--- src/hw/rtl/free_list_keyed_slot_table_assert.svh ---
// Assertion macros shared by the slot table RTL.
// Both sample on clk_i and are disabled while rst_ni is low.
`ifndef FREE_LIST_KEYED_SLOT_TABLE_ASSERT_SVH
`define FREE_LIST_KEYED_SLOT_TABLE_ASSERT_SVH

// Same-cycle implication.
`define FKST_ASSERT_IMP(lbl, ante, cons) \
  lbl: assert property (@(posedge clk_i) disable iff (!rst_ni) (ante) |-> (cons)) \
    else $error("%m: same-cycle check failed");

// Next-cycle implication.
`define FKST_ASSERT_NEXT(lbl, ante, cons) \
  lbl: assert property (@(posedge clk_i) disable iff (!rst_ni) (ante) |=> (cons)) \
    else $error("%m: next-cycle check failed");

`endif

--- src/hw/rtl/fkst_pkg.sv ---
// ----------------------------------------------------------------------------
// fkst_pkg
// Widths, operation and status codes for the free-list keyed slot table.
// ----------------------------------------------------------------------------
`timescale 1ns / 1ps
`default_nettype none

package fkst_pkg;

  // table geometry
  localparam int SLOTS = 32;
  localparam int IDX_W = (SLOTS > 1) ? $clog2(SLOTS) : 1;
  localparam int PTR_W = $clog2(SLOTS + 1);  // holds SLOTS as the "none" link

  // word field widths
  localparam int KIND_W   = 2;
  localparam int KEY_W    = 64;
  localparam int VAL_W    = 64;
  localparam int STATUS_W = 2;
  localparam int SLOT_W   = 5;

  typedef enum logic [KIND_W-1:0] {
    KIND_INSERT = 2'd0,
    KIND_DELETE = 2'd1,
    KIND_LOOKUP = 2'd2
  } kind_e;

  typedef enum logic [STATUS_W-1:0] {
    STATUS_OK        = 2'd0,
    STATUS_FULL      = 2'd1,
    STATUS_NOT_FOUND = 2'd2
  } status_e;

endpackage

`default_nettype wire

--- src/hw/rtl/fkst_if.sv ---
// ----------------------------------------------------------------------------
// fkst_req_if / fkst_rsp_if
// Valid/ready channels carrying request and response words of the slot table.
// ----------------------------------------------------------------------------
`timescale 1ns / 1ps
`default_nettype none

interface fkst_req_if import fkst_pkg::*; ();
  logic              valid;
  logic              ready;
  logic [KIND_W-1:0] kind;
  logic [KEY_W-1:0]  key;
  logic [VAL_W-1:0]  value;

  modport source (output valid, output kind, output key, output value, input ready);
  modport sink   (input valid, input kind, input key, input value, output ready);
endinterface

interface fkst_rsp_if import fkst_pkg::*; ();
  logic                valid;
  logic                ready;
  logic [STATUS_W-1:0] status;
  logic [SLOT_W-1:0]   slot;
  logic [VAL_W-1:0]    found_value;

  modport source (output valid, output status, output slot, output found_value, input ready);
  modport sink   (input valid, input status, input slot, input found_value, output ready);
endinterface

`default_nettype wire

--- src/hw/rtl/free_list_keyed_slot_table.sv ---
// ----------------------------------------------------------------------------
// free_list_keyed_slot_table
// Keyed slot table with a linked free list: insert, delete and lookup.
// ----------------------------------------------------------------------------
//  channel | dir | word fields
//  --------+-----+-------------------------------
//  req_i   | in  | kind, key, value
//  rsp_o   | out | status, slot, found_value
//
//  Insert: the result passes through ST_RESP into the response register (free-list
//  head in flops). Delete/lookup: one key compare per cycle over the key memory,
//  lowest slot first; a hit ends the scan at that slot, a miss scans every slot;
//  lookup adds the ST_VRD state for the handle memory read.
//  One request at a time; the response register lets the next request start
//  while a result waits on rsp_o. Reset clears valid bits and chains the free links.
`timescale 1ns / 1ps
`default_nettype none
`include "free_list_keyed_slot_table_assert.svh"

module free_list_keyed_slot_table import fkst_pkg::*; (
  input  wire       clk_i,
  input  wire       rst_ni,
  fkst_req_if.sink  req_i,
  fkst_rsp_if.source rsp_o
);

  typedef enum logic [3:0] {
    ST_IDLE = 4'b0001,
    ST_SCAN = 4'b0010,
    ST_VRD  = 4'b0100,
    ST_RESP = 4'b1000
  } state_e;

  // storage
  logic [KEY_W-1:0] key_mem [SLOTS];
  logic [VAL_W-1:0] val_mem [SLOTS];
  logic [SLOTS-1:0] slot_valid_q;
  logic [PTR_W-1:0] free_next_q [SLOTS];
  logic [PTR_W-1:0] head_q, head_d;

  // sequencer
  state_e           state_q, state_d;
  kind_e            op_q;
  logic [KEY_W-1:0] key_q;
  logic [IDX_W-1:0] cnt_q;
  logic             issue_done_q;
  logic             cmp_vld_q;
  logic [IDX_W-1:0] cmp_idx_q;
  logic [KEY_W-1:0] key_rd_q;
  logic [VAL_W-1:0] val_rd_q;

  // pending result
  status_e          res_status_q;
  logic [IDX_W-1:0] res_idx_q;
  logic             res_lookup_q;

  // output register
  logic                out_valid_q;
  logic [STATUS_W-1:0] out_status_q;
  logic [SLOT_W-1:0]   out_slot_q;
  logic [VAL_W-1:0]    out_fv_q;

  logic             acc;
  logic             head_none;
  logic [IDX_W-1:0] head_idx;
  logic [PTR_W-1:0] nx_link;
  logic [PTR_W-1:0] head_link;
  logic             ins_ok;
  logic             hit;
  logic             scan_last;
  logic             del_hit;
  logic             out_load;

  // handshake and free-list head
  assign req_i.ready = (state_q == ST_IDLE);
  assign acc         = req_i.valid && req_i.ready;
  assign head_none   = (head_q >= PTR_W'(SLOTS));
  assign head_idx    = head_q[IDX_W-1:0];
  assign nx_link     = (free_next_q[head_idx] > PTR_W'(SLOTS)) ? PTR_W'(SLOTS)
                                                               : free_next_q[head_idx];
  assign head_link   = (head_q > PTR_W'(SLOTS)) ? PTR_W'(SLOTS) : head_q;
  assign ins_ok      = acc && (req_i.kind == KIND_INSERT) && !head_none;

  // shared comparator: one stored key per cycle
  assign hit       = (state_q == ST_SCAN) && cmp_vld_q && slot_valid_q[cmp_idx_q]
                     && (key_rd_q == key_q);
  assign scan_last = cmp_vld_q && (cmp_idx_q == IDX_W'(SLOTS - 1));
  assign del_hit   = hit && (op_q == KIND_DELETE);
  assign out_load  = (state_q == ST_RESP) && (!out_valid_q || rsp_o.ready);

  // next state and head
  always_comb begin
    state_d = state_q;
    head_d  = head_q;
    unique case (state_q)
      ST_IDLE: begin
        if (acc) begin
          if (req_i.kind == KIND_INSERT) begin
            state_d = ST_RESP;
            if (!head_none) begin
              head_d = nx_link;
            end
          end else if (req_i.kind == KIND_DELETE || req_i.kind == KIND_LOOKUP) begin
            state_d = ST_SCAN;
          end
        end
      end
      ST_SCAN: begin
        if (hit) begin
          if (op_q == KIND_LOOKUP) begin
            state_d = ST_VRD;
          end else begin
            state_d = ST_RESP;
            head_d  = PTR_W'(cmp_idx_q);
          end
        end else if (scan_last) begin
          state_d = ST_RESP;
        end
      end
      ST_VRD: begin
        state_d = ST_RESP;
      end
      ST_RESP: begin
        if (out_load) begin
          state_d = ST_IDLE;
        end
      end
      default: begin
        state_d = ST_IDLE;
      end
    endcase
  end

  // control state, valid bits and free links
  always_ff @(posedge clk_i or negedge rst_ni) begin
    if (!rst_ni) begin
      state_q      <= ST_IDLE;
      head_q       <= '0;
      slot_valid_q <= '0;
      for (int i = 0; i < SLOTS; i++) begin
        free_next_q[i] <= PTR_W'(i + 1);
      end
      cnt_q        <= '0;
      issue_done_q <= 1'b0;
      cmp_vld_q    <= 1'b0;
      cmp_idx_q    <= '0;
      out_valid_q  <= 1'b0;
    end else begin
      state_q <= state_d;
      head_q  <= head_d;
      if (ins_ok) begin
        slot_valid_q[head_idx] <= 1'b1;
      end
      if (del_hit) begin
        slot_valid_q[cmp_idx_q] <= 1'b0;
        free_next_q[cmp_idx_q]  <= head_link;
      end
      // scan address issue
      if (acc) begin
        cnt_q        <= '0;
        issue_done_q <= 1'b0;
        cmp_vld_q    <= 1'b0;
      end else if (state_q == ST_SCAN && !issue_done_q) begin
        cnt_q        <= cnt_q + IDX_W'(1);
        issue_done_q <= (cnt_q == IDX_W'(SLOTS - 1));
        cmp_vld_q    <= 1'b1;
        cmp_idx_q    <= cnt_q;
      end else begin
        cmp_vld_q    <= 1'b0;
      end
      // response register
      if (out_load) begin
        out_valid_q <= 1'b1;
      end else if (rsp_o.ready) begin
        out_valid_q <= 1'b0;
      end
    end
  end

  // request capture and pending result
  always_ff @(posedge clk_i) begin
    if (acc) begin
      key_q <= req_i.key;
      if (req_i.kind == KIND_DELETE) begin
        op_q <= KIND_DELETE;
      end else if (req_i.kind == KIND_LOOKUP) begin
        op_q <= KIND_LOOKUP;
      end else begin
        op_q <= KIND_INSERT;
      end
      res_lookup_q <= 1'b0;
      if (head_none) begin
        res_idx_q    <= '0;
        res_status_q <= STATUS_FULL;
      end else begin
        res_idx_q    <= head_idx;
        res_status_q <= STATUS_OK;
      end
    end else if (state_q == ST_SCAN) begin
      if (hit) begin
        res_idx_q    <= cmp_idx_q;
        res_status_q <= STATUS_OK;
        res_lookup_q <= (op_q == KIND_LOOKUP);
      end else if (scan_last) begin
        res_idx_q    <= '0;
        res_status_q <= STATUS_NOT_FOUND;
        res_lookup_q <= 1'b0;
      end
    end
    if (out_load) begin
      out_status_q <= res_status_q;
      out_slot_q   <= SLOT_W'(res_idx_q);
      out_fv_q     <= res_lookup_q ? val_rd_q : '0;
    end
  end

  // key and handle memories
  always_ff @(posedge clk_i) begin
    if (ins_ok) begin
      key_mem[head_idx] <= req_i.key;
      val_mem[head_idx] <= req_i.value;
    end
    key_rd_q <= key_mem[cnt_q];
    val_rd_q <= val_mem[res_idx_q];
  end

  assign rsp_o.valid       = out_valid_q;
  assign rsp_o.status      = out_status_q;
  assign rsp_o.slot        = out_slot_q;
  assign rsp_o.found_value = out_fv_q;

  // checks
  `FKST_ASSERT_NEXT(a_insert_marks_valid, ins_ok, slot_valid_q[$past(head_idx)])
  `FKST_ASSERT_NEXT(a_delete_pushes_head, del_hit,
                    (head_q == PTR_W'($past(cmp_idx_q))) && !slot_valid_q[$past(cmp_idx_q)])
  `FKST_ASSERT_IMP(a_fail_word_zero, rsp_o.valid && (rsp_o.status != STATUS_OK),
                   (rsp_o.slot == '0) && (rsp_o.found_value == '0))

endmodule

`default_nettype wire
--- src/flat_wrapper.sv ---
// flat-port wrapper written by rule: the top's interface ports become plain ports
module free_list_keyed_slot_table_flat import fkst_pkg::*;
  (clk_i, rst_ni, req_i_valid, req_i_kind, req_i_key, req_i_value, req_i_ready, rsp_o_valid, rsp_o_status, rsp_o_slot, rsp_o_found_value, rsp_o_ready);
  fkst_req_if req_i_i ();
  fkst_rsp_if rsp_o_i ();
  input  wire clk_i;
  input  wire rst_ni;
  input wire logic [$bits(req_i_i.valid)-1:0] req_i_valid;
  input wire logic [$bits(req_i_i.kind)-1:0] req_i_kind;
  input wire logic [$bits(req_i_i.key)-1:0] req_i_key;
  input wire logic [$bits(req_i_i.value)-1:0] req_i_value;
  output wire logic [$bits(req_i_i.ready)-1:0] req_i_ready;
  output wire logic [$bits(rsp_o_i.valid)-1:0] rsp_o_valid;
  output wire logic [$bits(rsp_o_i.status)-1:0] rsp_o_status;
  output wire logic [$bits(rsp_o_i.slot)-1:0] rsp_o_slot;
  output wire logic [$bits(rsp_o_i.found_value)-1:0] rsp_o_found_value;
  input wire logic [$bits(rsp_o_i.ready)-1:0] rsp_o_ready;
  assign req_i_i.valid = req_i_valid;
  assign req_i_i.kind = req_i_kind;
  assign req_i_i.key = req_i_key;
  assign req_i_i.value = req_i_value;
  assign req_i_ready = req_i_i.ready;
  assign rsp_o_valid = rsp_o_i.valid;
  assign rsp_o_status = rsp_o_i.status;
  assign rsp_o_slot = rsp_o_i.slot;
  assign rsp_o_found_value = rsp_o_i.found_value;
  assign rsp_o_i.ready = rsp_o_ready;
  free_list_keyed_slot_table u_core (.clk_i(clk_i), .rst_ni(rst_ni), .req_i(req_i_i), .rsp_o(rsp_o_i));
endmodule
--- config.mk ---
export PLATFORM = sky130hd
export DESIGN_NAME = free_list_keyed_slot_table_flat
export DESIGN_NICKNAME = d
export VERILOG_FILES = /design/src/hw/rtl/fkst_pkg.sv /design/src/hw/rtl/fkst_if.sv /design/src/hw/rtl/free_list_keyed_slot_table.sv /design/src/flat_wrapper.sv
export VERILOG_INCLUDE_DIRS = /design/src /design/src/hw/rtl
export SDC_FILE = /design/constraint.sdc
export NUM_CORES = 2
export LEC_CHECK = 0
export BUFFER_PORTS_ARGS = -buffer_cell sky130_fd_sc_hd__buf_2
export CAP_MARGIN = 15
export CORE_MARGIN = 2
export CORE_UTILIZATION = 45
export CTS_CLUSTER_SIZE = 10
export DETAILED_ROUTE_END_ITERATION = 10
export PLACE_DENSITY = 0.62
export SYNTH_ARGS = -nofsm -noshare
export SYNTH_HDL_FRONTEND = slang
export SYNTH_SLANG_ARGS = --single-unit
--- constraint.sdc ---
create_clock -name clk_i -period 10.43 [get_ports clk_i]
set_input_delay 2.086 -clock clk_i [delete_from_list [all_inputs] [get_ports clk_i]]
set_output_delay 2.086 -clock clk_i [all_outputs]
set_load 0.01 [all_outputs]
==> flow_summary.toml <==
[run_status]
status = "complete, no violations"

[detailed_routing]
ant_nets = 0
drt_first_pass_iters = 5
remaining_drc_errors = 0
drtIter0Drc = 8666
wl_um = 432500
vias = 79998
avgViaCountPerCell = 6.024
wire_per_inst_um = 32.57

[clock_tree]
clkLatencyLatePin_ns = 1.03
cts.reportedPaths.clkPinSlew_ns = 0.06
numCtsBuffers = 537
cts.path.max_buffers = 4
cts_tree = "done"
cts.sinks = 4616
cts-root-buf = "clkbuf_16"
ctsHtreeMaxLevel = 6
post-cts-setup-buffer-count = 0
cts_hold_buf = 0
cts_resized = 0

[timing]
setup_viol = 0
skew_ns = 0.06005
layout_min_cycle_time_ns = 5.031
hold_viol = 0
whs_ns = 0.4198
slew_headroom_pct = 17.65
finalSetupTns_ns = 0
rsz0062_at_grt = "false"
finalCritPeriodShare_pct = 48.23
tightest_slew_ns = 1.235
timing.fmax_mhz = 198.8
slew_viol_final = 0
fin_ws_ns = 5.399

[grt]
antenna_found_initial = 58
grt_usage_pct = 21.89
grt_pass1_wl_um = 617000
grt_pass1_vias = 82443
grt-ovfl-total = 0
grt_start_max_net_pins = 134

[layout]
fin_util_pct = 51.18
fin_nets = 7868
stdcell_area_sq_mm = 0.1987
drive_gt1_share_pct = 34.60
most-common-layout-cells = "edfxtp_1 (4240), mux4_2 (1318), clkbuf_16 (550)"
final_common_cell = "edfxtp_1"
area_growth_pct = 13.47

[floorplanning]
die_y_um = 627.8
die-width_um = 627.8
core_sq_mm = 0.3882
initial_core_util_pct = 45.11
pin_count = 207
die_area_sq_mm = 0.3942
rows = 229

[placement]
place_ws_ns = 4.437
placed_area_sq_mm = 0.1831
gp_congestion = 0.7994
place_hpwl_um = 220400
port_buffers = 206

[power]
ir_drop_v = 0.0001890
p_leak_nw = 62.44
powerDensity_mw_per_mm2 = 216.2

[critical_path]
crit_family = "buffers and inverters"
cp-end-kind = "register"
arrival_ns = 5.64
critPathMaxStageDelay_ns = 0.83
crit_slowest_cell = "buf_4"
cp_cell_sequence = "buf_2 -> nand3_1 -> or4_1 -> nor2_1 -> nand2_1 -> nor2_4 -> buf_4 -> buf_4"
cp-start-kind = "input port"
criticalPathCategory = "in -> reg"
cp.required_ns = 11.04
crit_path_max_fanout = 44
critPathBufInv = 3
cp_common_cell = "buf_4"

[yosys]
ys_ff_latch = 4616
synth.largest_area_cell = "edfxtp_1"
netlist.area_leader.share_pct = 72.70
synth_area_leaders = "edfxtp_1 (73%), mux4_2 (17%), dfrtp_1 (2.4%)"
synth_edf_count = 4240
postSynthAreaPerCell_sq_um = 24.30
yosys_most_used_dff = "edfxtp_1"
yosys_warnings = 0
synth_nets = 7343
synth.distinct_cells = 65
syn_inst = 7207
ys_seq_area_share_pct = 77.77
netlist_area_sq_mm = 0.1751
async_flop_share_pct = 5.351

[job]
max_cap_violations = 0

[worst_hold_path]
hold_class = "reg -> reg"
==> through the flow <==
| stage | power (mW) | cells |
|---|---|---|
| 2_1_floorplan | 24.69 | 7207 |
| 3_3_place_gp | 26.50 | 12390 |
| 3_5_place_dp | 26.55 | 12390 |
| 4_1_cts | 43.40 | 13257 |
| 5_1_grt | 44.36 | 13270 |
| 6_report | 42.96 | 13279 |
==> cell type report <==
type	count	area (sq um)
fillers	29701	189500
flip-flops and latches	4616	136200
multi-input cells	2206	37740
clock buffers	814	14790
well taps	5197	6502
repair buffers	354	2603
clock inverters	53	743.2
inverters	17	66.31
diodes	22	55.05
==> worst register-to-register path: cells and delay by family (launching register included) <==
kind,cells,cell delay (ns)
flops,1,0.92
buf+inv,3,2.14
simple gates,2,1.47
==> registers in the layout (all words and copies together) (netlist names), 5 cells and up <==
name,count
u_core.val_rd_q,64
u_core.slot_valid_q,32
u_core.rsp_o.found_value,64
u_core.val_mem,2048
u_core.cnt_q,5
u_core.rsp_o.slot,5
u_core.key_mem,2048
u_core.free_next_q,192
u_core.head_q,6
u_core.key_q,64
u_core.key_rd_q,64
u_core.cmp_idx_q,5
u_core.res_idx_q,5
==> path summary, 6_finish.rpt <==
path                                            to  slack, ns                   start  cells after the start
max                         u_core.key_mem[16][21]       5.40             req_i_valid                      8
min                         u_core.rsp_o.status[1]       0.42  u_core.res_status_q[1]                      0
max in group asynchronous         u_core.head_q[0]       7.81                  rst_ni                      2
min reg2reg                 u_core.rsp_o.status[1]       0.42  u_core.res_status_q[1]                      0
min in group asynchronous  u_core.free_next_q[180]       1.06                  rst_ni                      1
max reg2reg                 u_core.key_mem[14][38]       5.48        u_core.head_q[1]                      5
==> power breakdown <==
group / switching (mW) / internal (mW) / total [mW]
Sequential: 0.291 / 20.7 / 21.0
Clock: 7.09 / 9.78 / 16.9
Combinational: 2.77 / 2.36 / 5.13
Total: 10.2 / 32.8 / 43.0
==> kinds of logic after synthesis <==
group           Yosys count  synth area share (%)
compound gates          109                0.4123
xor+xnor                 53                0.2651
fa+ha+maj                 2               0.01429
buf+inv                 385                0.8459
flops                  4616                 77.77
mux                    1693                 19.35
simple gates            349                 1.345
==> Yosys cell counts (4+ instances only) <==
library cell  count
nor3_1           12
buf_2             7
dfxtp_1         129
o21ai_0          20
dfstp_2          82
mux2_4            6
nand4b_4         15
nor2_2            5
or4_1             5
a21oi_1          23
mux2_2          333
nor2_8           10
o211ai_1          5
nand4_1          31
inv_1            16
clkbuf_1        251
nor4_1            7
nand3_1          25
edfxtp_1       4240
nor2b_1          11
a22o_1            9
dfrtp_1         165
o21a_1           16
and2_1           66
buf_1           104
mux2i_1          33
xnor2_1          51
and3_1            7
nand2b_1         21
o22ai_1          16
nand2_1          31
mux4_2         1318
nor2_1           81
nand3b_1          4
==> metal layers <==
| metal | GRT usage, % | share of wire (%) | up-vias |
|---|---|---|---|
| met3 | 2.891 | 6.3 | 640 |
| met5 | 0 | 0.011 | - |
| met1 | 30.65 | 41 | 44298 |
| met2 | 36.62 | 50 | 3172 |
| met4 | 5.501 | 2.4 | 8 |
| li1 | - | - | 31880 |
Power figures use the tool's default switching activity.
